[src/rtl/mse_pkg.sv]
package mse_pkg;

  // Opcode and function codes
  localparam logic [31:0] HALT_WORD = 32'hffff_ffff;
  localparam logic [5:0] OPC_RTYPE = 6'h00;
  localparam logic [5:0] OPC_J     = 6'h02;
  localparam logic [5:0] OPC_JAL   = 6'h03;
  localparam logic [5:0] OPC_BEQ   = 6'h04;
  localparam logic [5:0] OPC_BNE   = 6'h05;
  localparam logic [5:0] OPC_ADDI  = 6'h08;
  localparam logic [5:0] OPC_SLTI  = 6'h0a;
  localparam logic [5:0] OPC_ANDI  = 6'h0c;
  localparam logic [5:0] OPC_ORI   = 6'h0d;
  localparam logic [5:0] OPC_LW    = 6'h23;
  localparam logic [5:0] OPC_SW    = 6'h2b;

  localparam logic [5:0] FN_SLL = 6'h00;
  localparam logic [5:0] FN_SRL = 6'h02;
  localparam logic [5:0] FN_SRA = 6'h03;
  localparam logic [5:0] FN_JR  = 6'h08;
  localparam logic [5:0] FN_ADD = 6'h20;
  localparam logic [5:0] FN_SUB = 6'h22;
  localparam logic [5:0] FN_AND = 6'h24;
  localparam logic [5:0] FN_OR  = 6'h25;
  localparam logic [5:0] FN_NOR = 6'h27;
  localparam logic [5:0] FN_SLT = 6'h2a;

  localparam logic [4:0]  LINK_REG  = 5'd31;
  localparam logic [31:0] PC_RESET  = 32'h0000_1000;
  localparam logic [31:0] PC_REGION = 32'hf000_0000;

  typedef enum logic [4:0] {
    OP_ADD, OP_SUB, OP_AND, OP_OR, OP_NOR, OP_SLT, OP_SLL, OP_SRL, OP_SRA, OP_JR,
    OP_ADDI, OP_ANDI, OP_ORI, OP_SLTI, OP_LW, OP_SW, OP_BEQ, OP_BNE, OP_J, OP_JAL,
    OP_HALT, OP_BAD
  } op_e;

  typedef enum logic [1:0] {
    ST_OK   = 2'd0,
    ST_HALT = 2'd1,
    ST_BAD  = 2'd2
  } status_e;

  // Decoded instruction as it sits in the issue queue
  typedef struct packed {
    logic [31:0] instr;
    logic        adv;
    op_e         op;
    logic        wr;
    logic [4:0]  dst;
  } item_t;

  // Queue head seen by the back end
  typedef struct packed {
    logic  valid;
    item_t item;
  } head_t;

  // Back end control toward the front end
  typedef struct packed {
    logic pop;
    logic busy;
  } ctl_t;

  // Register file contents after reset
  function automatic logic [31:0] reg_reset_val(input logic [4:0] idx);
    logic [31:0] v;
    unique case (idx)
      5'd16:   v = 32'h0000_0010;
      5'd17:   v = 32'h0000_1000;
      5'd18:   v = 32'h0000_0020;
      5'd19:   v = 32'h0000_0003;
      5'd20:   v = 32'hbada_cafe;
      5'd21:   v = 32'hcdcd_cdcd;
      5'd22:   v = 32'hffff_ffff;
      5'd23:   v = 32'h0000_0007;
      5'd29:   v = 32'h0000_8000;
      default: v = 32'h0;
    endcase
    return v;
  endfunction

  // Preset bytes at the bottom of data memory
  function automatic logic [7:0] preset_byte(input logic [5:0] addr);
    logic [7:0] v;
    unique case (addr)
      6'd0:  v = 8'h00; 6'd1:  v = 8'h11; 6'd2:  v = 8'h22; 6'd3:  v = 8'h33;
      6'd4:  v = 8'h44; 6'd5:  v = 8'h55; 6'd6:  v = 8'h66; 6'd7:  v = 8'h77;
      6'd8:  v = 8'hde; 6'd9:  v = 8'had; 6'd10: v = 8'hbe; 6'd11: v = 8'hef;
      6'd16: v = 8'h68; 6'd17: v = 8'h65; 6'd18: v = 8'h6c; 6'd19: v = 8'h6c;
      6'd20: v = 8'h6f; 6'd21: v = 8'h20; 6'd22: v = 8'h77; 6'd23: v = 8'h6f;
      6'd24: v = 8'h72; 6'd25: v = 8'h6c; 6'd26: v = 8'h64; 6'd27: v = 8'h21;
      6'd28: v = 8'h21;
      6'd32: v = 8'h61; 6'd33: v = 8'h77; 6'd34: v = 8'h65; 6'd35: v = 8'h73;
      6'd36: v = 8'h6f; 6'd37: v = 8'h6d; 6'd38: v = 8'h65; 6'd39: v = 8'h20;
      6'd40: v = 8'h63; 6'd41: v = 8'h6f; 6'd42: v = 8'h6d; 6'd43: v = 8'h70;
      6'd44: v = 8'h75; 6'd45: v = 8'h74; 6'd46: v = 8'h65; 6'd47: v = 8'h72;
      6'd48: v = 8'h20; 6'd49: v = 8'h61; 6'd50: v = 8'h72; 6'd51: v = 8'h63;
      6'd52: v = 8'h68; 6'd53: v = 8'h69; 6'd54: v = 8'h74; 6'd55: v = 8'h65;
      6'd56: v = 8'h63; 6'd57: v = 8'h74; 6'd58: v = 8'h75; 6'd59: v = 8'h72;
      6'd60: v = 8'h65; 6'd61: v = 8'h21;
      default: v = 8'h00;
    endcase
    return v;
  endfunction

endpackage

[src/rtl/mse_front.sv]
module mse_front (
  input  logic          clk_i,
  input  logic          rst_ni,
  input  logic          valid_i,
  output logic          ready_o,
  input  logic [31:0]   instr_word_i,
  input  logic          advance_pc_i,
  input  mse_pkg::ctl_t ctl_i,
  output mse_pkg::head_t head_o
);
  import mse_pkg::*;

  item_t       dec;
  op_e         dec_op;
  logic [5:0]  opc, fn;
  logic        writer;
  logic [4:0]  dst;

  item_t       ent_q [2];
  logic        wptr_q, rptr_q;
  logic [1:0]  cnt_q, cnt_d;
  logic        push;

  // Classify the instruction word
  always_comb begin
    opc    = instr_word_i[31:26];
    fn     = instr_word_i[5:0];
    dec_op = OP_BAD;
    if (instr_word_i == HALT_WORD) begin
      dec_op = OP_HALT;
    end else begin
      unique case (opc)
        OPC_RTYPE: begin
          unique case (fn)
            FN_ADD:  dec_op = OP_ADD;
            FN_SUB:  dec_op = OP_SUB;
            FN_AND:  dec_op = OP_AND;
            FN_OR:   dec_op = OP_OR;
            FN_NOR:  dec_op = OP_NOR;
            FN_SLT:  dec_op = OP_SLT;
            FN_SLL:  dec_op = OP_SLL;
            FN_SRL:  dec_op = OP_SRL;
            FN_SRA:  dec_op = OP_SRA;
            FN_JR:   dec_op = OP_JR;
            default: dec_op = OP_BAD;
          endcase
        end
        OPC_J:    dec_op = OP_J;
        OPC_JAL:  dec_op = OP_JAL;
        OPC_BEQ:  dec_op = OP_BEQ;
        OPC_BNE:  dec_op = OP_BNE;
        OPC_ADDI: dec_op = OP_ADDI;
        OPC_SLTI: dec_op = OP_SLTI;
        OPC_ANDI: dec_op = OP_ANDI;
        OPC_ORI:  dec_op = OP_ORI;
        OPC_LW:   dec_op = OP_LW;
        OPC_SW:   dec_op = OP_SW;
        default:  dec_op = OP_BAD;
      endcase
    end
  end

  // Destination register; writes to register zero are dropped here
  always_comb begin
    writer = 1'b0;
    dst    = instr_word_i[15:11];
    unique case (dec_op)
      OP_ADD, OP_SUB, OP_AND, OP_OR, OP_NOR, OP_SLT, OP_SLL, OP_SRL, OP_SRA: begin
        writer = 1'b1;
        dst    = instr_word_i[15:11];
      end
      OP_ADDI, OP_ANDI, OP_ORI, OP_SLTI, OP_LW: begin
        writer = 1'b1;
        dst    = instr_word_i[20:16];
      end
      OP_JAL: begin
        writer = 1'b1;
        dst    = LINK_REG;
      end
      default: writer = 1'b0;
    endcase
    dec.instr = instr_word_i;
    dec.adv   = advance_pc_i;
    dec.op    = dec_op;
    dec.wr    = writer && (dst != 5'd0);
    dec.dst   = dst;
  end

  // Two-entry issue queue
  assign ready_o = (cnt_q != 2'd2) && !ctl_i.busy;
  assign push    = valid_i && ready_o;

  always_comb begin
    cnt_d = cnt_q;
    if (push && !ctl_i.pop) begin
      cnt_d = cnt_q + 2'd1;
    end else if (!push && ctl_i.pop) begin
      cnt_d = cnt_q - 2'd1;
    end
  end

  always_ff @(posedge clk_i or negedge rst_ni) begin
    if (!rst_ni) begin
      wptr_q <= 1'b0;
      rptr_q <= 1'b0;
      cnt_q  <= 2'd0;
    end else begin
      cnt_q <= cnt_d;
      if (push) begin
        wptr_q <= !wptr_q;
      end
      if (ctl_i.pop) begin
        rptr_q <= !rptr_q;
      end
    end
  end

  always_ff @(posedge clk_i) begin
    if (push) begin
      ent_q[wptr_q] <= dec;
    end
  end

  assign head_o.valid = (cnt_q != 2'd0);
  assign head_o.item  = ent_q[rptr_q];

endmodule

[config.mk]
export PLATFORM = sky130hd
export DESIGN_NAME = mse_front
export DESIGN_NICKNAME = d
export VERILOG_FILES = /design/src/rtl/mse_pkg.sv /design/src/rtl/mse_front.sv
export SDC_FILE = /design/constraint.sdc
export NUM_CORES = 1
export LEC_CHECK = 0
export ABC_AREA = 1
export BUFFER_PORTS_ARGS = -buffer_cell sky130_fd_sc_hd__buf_2
export CAP_MARGIN = 0
export CORE_AREA = 5 5 67 129
export CTS_BUF_LIST = sky130_fd_sc_hd__clkbuf_2
export DETAILED_ROUTE_END_ITERATION = 10
export DIE_AREA = 0 0 72 134
export HOLD_SLACK_MARGIN = 0.03
export PLACE_DENSITY = 0.79
export SLEW_MARGIN = 30
export SYNTH_ARGS = -nofsm -noshare
export SYNTH_HDL_FRONTEND = slang
export SYNTH_SLANG_ARGS = --single-unit
export TNS_END_PERCENT = 20
[constraint.sdc]
create_clock -name clk_i -period 3.7 [get_ports clk_i]
set_input_delay 0.185 -clock clk_i [delete_from_list [all_inputs] [get_ports clk_i]]
set_output_delay 0.185 -clock clk_i [all_outputs]
set_load 0.02 [all_outputs]
==> After elaboration in Yosys (flattened, before gate mapping) <==
Memories as Yosys holds them, arrays and structs flattened.
Cells that the tools add are included.
{ "op_classes": {"addsub": 2, "eq_ne": 35, "mux": 9, "reduce_logical": 18} }
{ "ops": {"columns": ["op", "n"], "rows": [
  ["case mux 5 bit (11 select lines)", 1],
  ["case mux 5 bit (10 select lines)", 1],
  ["== test 6 bit (second input constant)", 8],
  ["== test 32 bit (second input constant)", 1],
  ["== test 5 x 4 -> 1 bit (second input constant)", 6],
  ["== test 6 x 4 -> 1 bit (second input constant)", 5],
  ["== test 6 x 2 -> 1 bit (second input constant)", 4],
  ["== test 5 x 3 -> 1 bit (second input constant)", 4],
  ["OR reduction 15 bit", 1],
  ["== test 6 x 3 -> 1 bit (second input constant)", 2],
  ["zero test 6 bit", 2],
  ["== test 5 x 2 -> 1 bit (second input constant)", 2],
  ["case mux 5 bit (2 select lines)", 1],
  ["== test 5 x 1 -> 1 bit (second input constant)", 1],
  ["== test 5 bit (second input constant)", 1],
  ["logical AND 1 bit", 5],
  ["zero test 1 bit", 5],
  ["zero test 5 bit", 1],
  ["two-way mux 5 bit", 1],
  ["nonzero test 5 bit", 1],
  ["OR reduction 5 bit", 1],
  ["two-way mux 2 bit", 2],
  ["nonzero test 2 bit", 2],
  ["two-way mux 1 bit", 3],
  ["other kinds (3)", 3]
]} }
{ "word_totals": {"regBits": 4, "ram_bits": 88, "input_bits": 38, "output_inout_bits": 46, "n_memories": 1} }
{ "mem_list": {"columns": ["name", "depth", "width", "read_ports", "rd_ports_with_merged_regs", "wr", "line", "text"], "rows": [
  ["ent_q", 2, 44, 1, 0, 1, "mse_front.sv:19", "item_t ent_q [2];"]
]} }

==> Depth between registers and ports, before layout <==
Gate-level depths: netlist of run 1.
{ "logic_depth": {"ltp_word": 9, "depth_mapped": 14} }

==> Least setup slack after synthesis of run 1 <==
No wires, ideal clock.
{ "synth_timing": {"kind": "register -> register", "from": "reg cnt_q[0]", "to": "mem ent_q[0][0] in the netlist's numbering (enable)", "arrival_ps": 2888, "setup_slack_ps": 366, "path_stages_with_launch": 5, "path_buffers": 0, "synth_period_minus_slack_ps": 3334, "cell_sequence": "dfrtp_1 -> inv_1 -> a21oi_1 -> nand2_1 -> nor2_1"} }
{ "synth_between": {"elab_chain_len": 5} }
{ "synth_rtl": {"columns": ["item", "line", "text"], "rows": [
  ["start: declaration", "mse_front.sv:21", "logic [1:0] cnt_q, cnt_d;"],
  ["start signal: assignment", "mse_front.sv:108", "cnt_q <= cnt_d;"],
  ["inequality test 2 bit", "mse_front.sv:90", "assign ready_o = (cnt_q != 2'd2) && !ctl_i.busy;"],
  ["logical AND 1 bit", "mse_front.sv:90", null],
  ["net ready_o", "mse_front.sv:5", "output logic ready_o,"],
  ["logical AND 1 bit", "mse_front.sv:91", "assign push = valid_i && ready_o;"],
  ["two-way mux 1 bit", "mse_front.sv:119", "if (push) begin"],
  ["two-way mux 1 bit (implied by the code)", "mse_front.sv:120", "ent_q[wptr_q] <= dec;"],
  ["end: declaration", "mse_front.sv:19", null]
]} }
The timed path passes the listed nets, and every way through them passes these cells.

==> run summary, run 1 <==
DRT antenna net count - 0
Worst slew pin tran - 0.619 ns
Routability Congestion - 0.900
Final #Nets - 460
Status - complete, no violations
Sequential-to-total area share from yosys stat - 67.9%
WS Path Type - flip-flop to output pin
Slew headroom - 58.6%
Initial antenna violation count - 1
Part of the power in registers - 49.7%
Average wire per standard cell - 16.0 um
Clk_skew - 0.0232 ns
Power Density - 568 mW/mm2
Switch Pwr - 955 uW
Worst Path Arrival - 2.00 ns
Top cells by area, synth - edfxtp_1 (65%), mux2_2 (12%), nand2_1 (3.2%)
Finished layout cell area - 0.00508 mm2
Max FO, Critical Path - 45
YS warnings - 0
FF+latch area - 0.00275 mm2
WL final - 8360 um
DIE AREA - 0.00965 mm2
Multi-input gate area - 0.00118 mm2
Final worst path period need - 2.18 ns
Post-Synthesis Cells - 294
Vias in the first global route - 2789
Reg clk slew, reported paths - 0.22 ns
DP HPWL - 5700 um
Pint - 1930 uW
Worst path required time - 3.51 ns
Mapped Area - 0.00404 mm2
CTS Root Cell - clkbuf_2
Number of setup violations in the final report - 0
Peak supply drop - 0.343 mV
Yosys top cell by area - edfxtp_1
Die Y - 134 um
Leak - 0.00205 uW
Logic pwr share - 31.9%
Unrepaired setup endpoints after global routing - no
Vias/cell - 5.21
Critical path startpoint - rptr_q
Syn nets - 333
PostCTS Resize Cnt - 0
Rows - 45
Gr usage total - 18.5%
Worst-Skew Late Latency - 0.53 ns
CORE AREA - 0.00754 mm2
H-tree levels - 3
First-pass GRT wire length - 13300 um
Finished Layout Cells - 521
Final Slew Violations - 0
Boundary Pins - 84
Area delta synth->final - 25.7%
Post-Route Utilization - 67.3%
MaxCap Viol Count - 0
GRT overflow - 0
Total power - 2880 uW
Share of cells above drive strength 1 - 39.4%
Clock share of power - 18.4%
DP Area - 0.00458 mm2
Hold_buf cts - 36
Die width - 72 um
Count of different cell masters after synthesis - 28
Final Cycle Share - 59.0%
DRC errors left - 0
Clock tree sinks - 92
Initial DRC Count - 157
Largest net degree at the start of global routing - 46
Pre-Repair DR Iteration Count - 6
Type of the tightest min-delay check - input pin to flip-flop
Starting Density - 53.5%
CP Launch Type - flip-flop
Worst hold start - valid_i
Max Fclk - 458 MHz
Switching Fraction - 33.1%
Total CTS buffers - 9
#FFs+latches synth - 92
Placed Cells - 468
Filler cells - 571
Total number of vias - 2714
Port Buffers - 83
Post-CTS Setup Inserts - 0
Setup TNS - 0 ns
Worst-case clock buffer depth - 2
Avg Inst Size Synth - 13.7 um2
Share of the synthesized area in the top cell type - 65.4%
Hold Vio Cnt, Final - 0
CTS tree - done
CP endpoint kind - output pin
Reg-to-reg startpoint - cnt_q[0]
==> path summary, 6_finish.rpt <==
kind	to	slack, ns	cells after the start
setup reg to reg	ent_q[1][12]	1.56	5
min in group asynchronous	cnt_q[0]	0.51	3
setup / recovery	head_o[1]	1.52	2
max in group asynchronous	rptr_q	2.99	3
hold reg to reg	cnt_q[0]	0.50	1
hold / removal	wptr_q	0.08	3
==> cells by family after synthesis <==
family	synth area share, %
adders and majority gates	0.310
DFF	67.9
and+or+nand+nor	13.3
xor gates and xnor gates	0.867
buffers and inverters	3.38
AOI/OAI and AO/OA	1.70
muxes	12.5
==> cell type report <==
class	count	share of cell area, %
Sequential cell	92	54.1
Multi-Input combinational cell	167	23.2
Timing Repair Buffer	121	15.6
Tap cell	94	2.32
Inverter	30	2.22
Clock inverter	5	1.50
Clock buffer	11	1.08
Antenna cell	1	0.0493
==> layout by cell type (no fill, tap or decap) <==
master	instances
nand3_1	23
nand2_2	2
nor3_4	1
edfxtp_1	88
dlygate4sd3_1	36
nand2_1	34
xor2_1	3
clkinv_1	1
nor2_1	20
nor2_4	6
inv_2	4
nand4_1	7
nand3b_1	1
diode_2	1
mux2i_1	1
a21oi_2	1
buf_4	2
a211o_2	1
clkinvlp_4	1
ha_1	1
xnor2_1	1
a21oi_1	8
clkbuf_2	11
nand3_4	1
mux2_2	44
o21ai_0	2
clkinv_2	1
bufinv_16	2
buf_2	83
nand2_4	1
dfrtp_4	1
nand3_2	1
dfrtp_1	3
inv_1	26
nor2_2	5
nor4_1	3
==> synthesized netlist by cell type <==
cell,instances
a211o_2,1
a21oi_1,8
a21oi_2,1
buf_2,4
clkbuf_1,1
dfrtp_1,4
edfxtp_1,88
ha_1,1
inv_1,26
inv_2,4
mux2_2,44
mux2i_1,1
nand2_1,34
nand2_2,2
nand2_4,1
nand3_1,23
nand3_2,1
nand3_4,1
nand3b_1,1
nand4_1,7
nor2_1,22
nor2_2,5
nor2_4,4
nor3_4,1
nor4_1,3
o21ai_0,2
xnor2_1,1
xor2_1,3
==> state kept, by name, summed over array words and instances, names as in the netlist <==
register  cells
rptr_q        1
wptr_q        1
ent_q        88
cnt_q         2
==> power groups by stage <==
stage	Clock (uW)	Combinational [uW]	Sequential [uW]
CTS	548	939	1430
detailed placement	0	906	1460
global route	600	984	1450
global placement	0	897	1450
finish	530	921	1430
floorplan	0	703	1360
==> metrics by stage <==
step	worst slack, ns	hold WS (ns)
2_1_floorplan	0.366	-0.111
6_report	1.52	0.0768
3_3_place_gp	1.61	-0.00340
3_5_place_dp	1.56	-0.00160
4_1_cts	1.20	0.0316
5_1_grt	1.36	0.0372
==> worst max-delay path, cell delays in order (launching register included) <==
cell	delay [ns]
dfrtp_4	0.88
mux2_2	0.42
buf_2	0.16
==> per-layer routing <==
layer	vias up	track usage (%)	share of wire [%]	wire length, um
met5	-	0	0	0
met4	0	8.47	1.4	120
met3	12	4.50	5.2	434
met2	79	34.1	58	4860
met1	1311	19.1	35	2940
li1	1312	-	-	-
Power figures use the tool's default switching activity.
==> inputs of run 2 (changes only) <==
--- a/config.mk
+++ b/config.mk
@@ -8,12 +8,12 @@
 export ABC_AREA = 1
 export BUFFER_PORTS_ARGS = -buffer_cell sky130_fd_sc_hd__buf_2
 export CAP_MARGIN = 0
-export CORE_AREA = 5 5 67 129
+export CORE_AREA = 5 5 69 134
 export CTS_BUF_LIST = sky130_fd_sc_hd__clkbuf_2
 export DETAILED_ROUTE_END_ITERATION = 10
-export DIE_AREA = 0 0 72 134
+export DIE_AREA = 0 0 74 139
 export HOLD_SLACK_MARGIN = 0.03
-export PLACE_DENSITY = 0.79
+export PLACE_DENSITY = 0.77
 export SLEW_MARGIN = 30
 export SYNTH_ARGS = -nofsm -noshare
 export SYNTH_HDL_FRONTEND = slang
==> constraint.sdc (replaced) <==
create_clock -name clk_i -period 2 [get_ports clk_i]
set_input_delay 0.1 -clock clk_i [delete_from_list [all_inputs] [get_ports clk_i]]
set_output_delay 0.1 -clock clk_i [all_outputs]
set_load 0.02 [all_outputs]
==> run summary, run 2 (same netlist as run 1, synthesis figures left out) <==
Switch Pwr - 1800 uW (+88%)
Reg-to-reg startpoint - cnt_q[0]
Hold_buf cts - 38 (+5.6%)
Number of setup violations in the final report - 0 (unchanged)
Worst Path Arrival - 1.79 ns (-0.21 ns)
Worst-Skew Late Latency - 0.53 ns (about the same)
Port Buffers - 83 (unchanged)
Total CTS buffers - 9 (unchanged)
Average wire per standard cell - 16.3 um (+1.9%)
Final Cycle Share - 94.6%
Worst-case clock buffer depth - 2 (unchanged)
FF-to-FF End - wptr_q
Final worst setup slack - 0.107 ns (-1.41 ns)
Slowest stage delay, CP - 0.42 ns (-0.46 ns)
Post-Route Utilization - 62.3% (-5.0 points)
Logic pwr share - 37.6% (+5.7 points)
Worst hold start - ctl_i[0]
Largest net degree at the start of global routing - 46 (unchanged)
Type of the tightest min-delay check - input pin to flip-flop
CTS Root Cell - clkbuf_2
Worst slew pin tran - 0.419 ns (-0.200 ns)
Part of the power in registers - 47.9% (-1.8 points)
Commonest non-fill, non-tap cells in the layout - edfxtp_1 (88), buf_2 (83), mux2_2 (44), dlygate4sd3_1 (38), nand2_1 (33)
Filler cells - 649 (+14%)
Pre-Repair DR Iteration Count - 4 (-2)
WL final - 8660 um (+3.6%)
Clk_skew - 0.0134 ns (-0.00978 ns)
R2R setup slack - 0.35 ns (-1.21 ns)
Worst slack, placed - 0.280 ns (-1.28 ns)
H-tree levels - 3 (unchanged)
DRC errors left - 0 (unchanged)
Final Slew Violations - 0 (unchanged)
Final #Nets - 465 (+1.1%)
Most common cell after layout, fill and taps aside - edfxtp_1
Vias in the first global route - 2865 (+2.7%)
DP HPWL - 6010 um (+5.4%)
Total number of vias - 2751 (+1.4%)
CP endpoint kind - output pin
Hold Path End - ent_q[1][40]
Largest regs - ent_q x88, cnt_q x2
Reg clk slew, reported paths - 0.23 ns (about the same)
Peak supply drop - 0.621 mV (+81%)
Final worst path period need - 1.89 ns
Worst Hold Depth - 5 (+2)
PostCTS Resize Cnt - 0 (unchanged)
Max reg flops - 88 (unchanged)
Max Fclk - 528 MHz
Starting Density - 49.4% (-4.1 points)
First-pass GRT wire length - 14000 um (+5.5%)
CORE AREA - 0.00817 mm2 (+8.3%)
Area delta synth->final - 26.0%
MaxCap Viol Count - 0 (unchanged)
DIE AREA - 0.0103 mm2 (+6.6%)
Unrepaired setup endpoints after global routing - no
Status - complete, no violations
Worst path required time - 1.90 ns (-1.61 ns)
Initial antenna violation count - 1 (unchanged)
Die width - 74 um (+2.8%)
Max FO, Critical Path - 45 (unchanged)
Worst hold margin - 0.232 ns (+0.156 ns)
Share of cells above drive strength 1 - 39.9% (+0.47 points)
Power Density - 1020 mW/mm2 (+79%)
Initial DRC Count - 155 (-1.3%)
Pint - 3380 uW (+75%)
Gr usage total - 18.1% (-0.40 points)
DRT antenna net count - 0 (unchanged)
GRT overflow - 0 (unchanged)
Post-CTS Setup Inserts - 0 (unchanged)
WS Path Type - flip-flop to output pin
Total power - 5180 uW (+79%)
Register-to-Register Path Depth - 5 (unchanged)
Hold Vio Cnt, Final - 0 (unchanged)
Vias/cell - 5.19 (-0.36%)
Slew headroom - 71.8% (+13 points)
Rows - 47 (+4.4%)
Switching Fraction - 34.7% (+1.6 points)
CTS tree - done
Clock tree sinks - 92 (unchanged)
Biggest register - ent_q
Crit path cell chain - buf_12 > mux2_2 > buf_2
Critical path's slowest cell - dfrtp_2
Die Y - 139 um (+3.7%)
CP Launch Type - flip-flop
Routability Congestion - 0.846 (-6.0%)
Setup TNS - 0 ns (unchanged)
Leak - 0.00205 uW (+0.22%)
Boundary Pins - 84 (unchanged)
Clock share of power - 14.4% (-4.0 points)
## run 2: changes by cell type in the layout (fill, tap and decap cells not counted), sizes merged
cell	delta
bufinv	-2
dlygate4sd3	+2
clkbuf	+2
buf	+3
## run 2: per-stage QoR
step | instance area, um2 | std cells
global placement | 4630 | 475
global route | 5090 | 530
CTS | 5090 | 529
floorplan | 4060 | 294
detailed placement | 4630 | 475
finish | 5090 | 530
## run 2: per-layer routing
layer  track usage (%)  routed length (um)
met1              19.3                3000
met2              32.9                5030
met3              3.34                 382
met4              8.40                 248
met5                 0                   0
## run 2: layout make-up
class / count / area, um2 / area share, %
flip-flops and latches: 92 / 2740 / 53.9
multi-input cells: 167 / 1180 / 23.2
repair buffers: 126 / 846 / 16.6
well taps: 98 / 123 / 2.41
inverters: 30 / 113 / 2.21
clock buffers: 13 / 65.1 / 1.28
clock inverters: 3 / 15.0 / 0.295
diodes: 1 / 2.50 / 0.0492
## run 2: worst max path at each step
stage / start / endpoint / depth (start not counted)
after floorplan: cnt_q[0] / ent_q[0][0] / 4
after global placement: instr_word_i[31] / ent_q[0][5] / 12
after detailed placement: instr_word_i[31] / ent_q[1][5] / 11
after CTS: rptr_q / head_o[43] / 3
after global routing: rptr_q / head_o[43] / 3
final: rptr_q / head_o[43] / 3
## run 2: critical path: cells and delay by family (launching register included)
| family | cells | cell delay, ns |
|---|---|---|
| flip-flops | 1 | 0.42 |
| buffers and inverters | 2 | 0.42 |
| multiplexers | 1 | 0.41 |
## run 2: power groups by stage
stage	logic, uW	clock network, uW	registers, uW
3_5_place_dp	1920	0	2530
6_report	1950	748	2480
3_3_place_gp	1900	0	2510
5_1_grt	2090	857	2500
2_1_floorplan	1320	0	2500
4_1_cts	1980	772	2490
==> inputs of run 3 (changes only) <==
--- a/config.mk
+++ b/config.mk
@@ -8,12 +8,12 @@
 export ABC_AREA = 1
 export BUFFER_PORTS_ARGS = -buffer_cell sky130_fd_sc_hd__buf_2
 export CAP_MARGIN = 0
-export CORE_AREA = 5 5 69 134
-export CTS_BUF_LIST = sky130_fd_sc_hd__clkbuf_2
+export CORE_AREA = 5 5 65 125
+export CTS_BUF_LIST = sky130_fd_sc_hd__clkbuf_8
 export DETAILED_ROUTE_END_ITERATION = 10
-export DIE_AREA = 0 0 74 139
+export DIE_AREA = 0 0 70 130
 export HOLD_SLACK_MARGIN = 0.03
-export PLACE_DENSITY = 0.77
+export PLACE_DENSITY = 0.83
 export SLEW_MARGIN = 30
 export SYNTH_ARGS = -nofsm -noshare
 export SYNTH_HDL_FRONTEND = slang
==> constraint.sdc (replaced) <==
create_clock -name clk_i -period 2.2 [get_ports clk_i]
set_input_delay 0.11 -clock clk_i [delete_from_list [all_inputs] [get_ports clk_i]]
set_output_delay 0.11 -clock clk_i [all_outputs]
set_load 0.02 [all_outputs]
==> run summary, run 3 (same netlist as run 1, synthesis figures left out) <==
Most common cell after layout, fill and taps aside - edfxtp_1
Total CTS buffers - 9 (unchanged)
Boundary Pins - 84 (unchanged)
Finished Layout Cells - 514 (-3.0%)
DRT antenna net count - 0 (unchanged)
Worst-Skew Late Latency - 0.35 ns (-0.18 ns)
First-pass GRT wire length - 13300 um (-5.3%)
Vias in the first global route - 2787 (-2.7%)
CP endpoint kind - flip-flop
Status - complete, no violations
Final Cycle Share - 86.8%
WS Path Type - input pin to flip-flop
Critical path's slowest cell - dlygate4sd3_1
Multi-input gate area - 0.00118 mm2 (-0.53%)
Routability Congestion - 0.833 (-1.6%)
Commonest non-fill, non-tap cells in the layout - edfxtp_1 (88), buf_2 (83), mux2_2 (44), nand2_1 (34), dlygate4sd3_1 (33)
Average wire per standard cell - 16.5 um (+0.83%)
Worst path required time - 2.30 ns (+0.40 ns)
Peak supply drop - 0.740 mV (+19%)
FF+latch area - 0.00274 mm2 (unchanged)
Die Y - 130 um (-6.5%)
Largest regs - ent_q x88, cnt_q x2
Worst-case clock buffer depth - 2 (unchanged)
Filler cells - 468 (-28%)
Crit path cell chain - dlygate4sd3_1 > buf_2 > nor2_4 > nand3_4 > nor2_4 > nor2_2 > nand2_4 > o21ai_0 > a21oi_1 > nand3b_1 > nor2_1 > a21oi_1
Total number of vias - 2708 (-1.6%)
Post-CTS Setup Inserts - 0 (unchanged)
Type of the tightest min-delay check - input pin to flip-flop
Share of cells above drive strength 1 - 39.9% (-0.049 points)
CORE AREA - 0.00699 mm2 (-14%)
Largest net degree at the start of global routing - 46 (unchanged)
Critical path startpoint - instr_word_i[31]
R2R setup slack - 0.42 ns (+0.07 ns)
DRC errors left - 0 (unchanged)
DP HPWL - 5920 um (-1.4%)
Final Slew Violations - 0 (unchanged)
GRT overflow - 0 (unchanged)
Reg clk slew, reported paths - 0.08 ns (-0.15 ns)
CTS tree - done
Port Buffers - 83 (unchanged)
CP Launch Type - input pin
Hold Vio Cnt, Final - 0 (unchanged)
Power Density - 993 mW/mm2 (-2.4%)
H-tree levels - 3 (unchanged)
Hold_buf cts - 33 (-13%)
Diode count - 0 (-1)
Slew headroom - 76.4% (+4.6 points)
Final worst path period need - 1.91 ns
Worst slew pin tran - 0.350 ns (-0.0687 ns)
Starting Density - 57.8% (+8.3 points)
Gr usage total - 19.4% (+1.3 points)
Final #Nets - 458 (-1.5%)
Initial DRC Count - 179 (+15%)
Slowest stage delay, CP - 0.53 ns (+0.11 ns)
Placed Cells - 465 (-2.1%)
Worst Hold Depth - 1 (-4)
Initial antenna violation count - 0 (-1)
MaxCap Viol Count - 0 (unchanged)
Register-to-Register Path Depth - 8 (+3)
Clock tree sinks - 92 (unchanged)
WL final - 8470 um (-2.2%)
Hold Path End - ent_q[1][41]
PostCTS Resize Cnt - 0 (unchanged)
Leak - 0.00206 uW (+0.56%)
Max FO, Critical Path - 9 (-80%)
DIE AREA - 0.00910 mm2 (-12%)
Number of setup violations in the final report - 0 (unchanged)
Unrepaired setup endpoints after global routing - no
Rows - 43 (-8.5%)
Die width - 70 um (-5.4%)
Max reg flops - 88 (unchanged)
Max Fclk - 524 MHz
Clk_skew - 0.00581 ns (-0.00757 ns)
Worst hold start - instr_word_i[29]
Pre-Repair DR Iteration Count - 7 (+3)
CTS Root Cell - clkbuf_8
Worst hold margin - 0.0474 ns (-0.185 ns)
FF-to-FF End - cnt_q[1]
Vias/cell - 5.27 (+1.5%)
Biggest register - ent_q
Reg-to-reg startpoint - cnt_q[0]
Area delta synth->final - 27.3%
Worst Path Arrival - 2.01 ns (+0.22 ns)
run 3: cell types whose count changed in the layout (fill, tap and decap cells not counted), sizes merged:
cell,previous run,this run
clkinvlp,1,2
dlygate4sd3,38,33
buf,88,86
clkbuf,13,9
diode,1,0
bufinv,0,1
clkinv,2,4
run 3: power by group:
part | internal (uW) | switching, uW | total, uW
combinational | 724 | 1060 | 1780
clock | 518 | 551 | 1070
sequential | 2190 | 66.9 | 2260
total | 3430 | 1670 | 5110
run 3: metrics by stage:
step | util [%] | power (uW) | worst slack, ns | TNS [ns] | area (um2)
4_1_cts | 73.5 | 5140 | 0.311 | 0 | 5140
5_1_grt | 73.5 | 5330 | 0.165 | 0 | 5140
2_1_floorplan | - | 3460 | -0.426 | -37.51 | 4050
6_report | 73.5 | 5110 | 0.291 | 0 | 5140
3_3_place_gp | 66.1 | 4010 | 0.555 | 0 | 4620
3_5_place_dp | 66.1 | 4040 | 0.448 | 0 | 4620
run 3: area by class of cell:
class / instances / share of cell area (%)
timing repair buffer: 119 / 15.7
multi-input combinational: 167 / 22.9
clock buffer: 9 / 2.41
tap: 90 / 2.19
sequential: 92 / 53.4
clock inverter: 7 / 1.31
inverter: 30 / 2.19
run 3: critical path, delay by kind of cell:
family	cells	cell delay, ns
AO/OA/AOI/OAI	3	0.33
AND/OR/NAND/NOR	7	0.88
buffers and inverters	2	0.69
run 3: worst max path at each step:
stage | cells after the start | slack (ns) | endpoint
6_report | 12 | 0.29 | ent_q[1][5]
5_1_grt | 12 | 0.17 | ent_q[1][5]
4_1_cts | 12 | 0.31 | ent_q[1][5]
3_5_place_dp | 8 | 0.45 | cnt_q[1]
3_3_place_gp | 5 | 0.55 | ent_q[1][11]
2_1_floorplan | 4 | -0.43 | ent_q[0][0]
run 3: routing by layer:
| metal | track usage [%] | up-vias | part of all wire [%] |
|---|---|---|---|
| met1 | 18.2 | 1300 | 33 |
| li1 | - | 1300 | - |
| met2 | 37.9 | 90 | 58 |
| met3 | 4.93 | 18 | 5.0 |
| met5 | 0 | - | 0 |
| met4 | 9.93 | 0 | 3.6 |
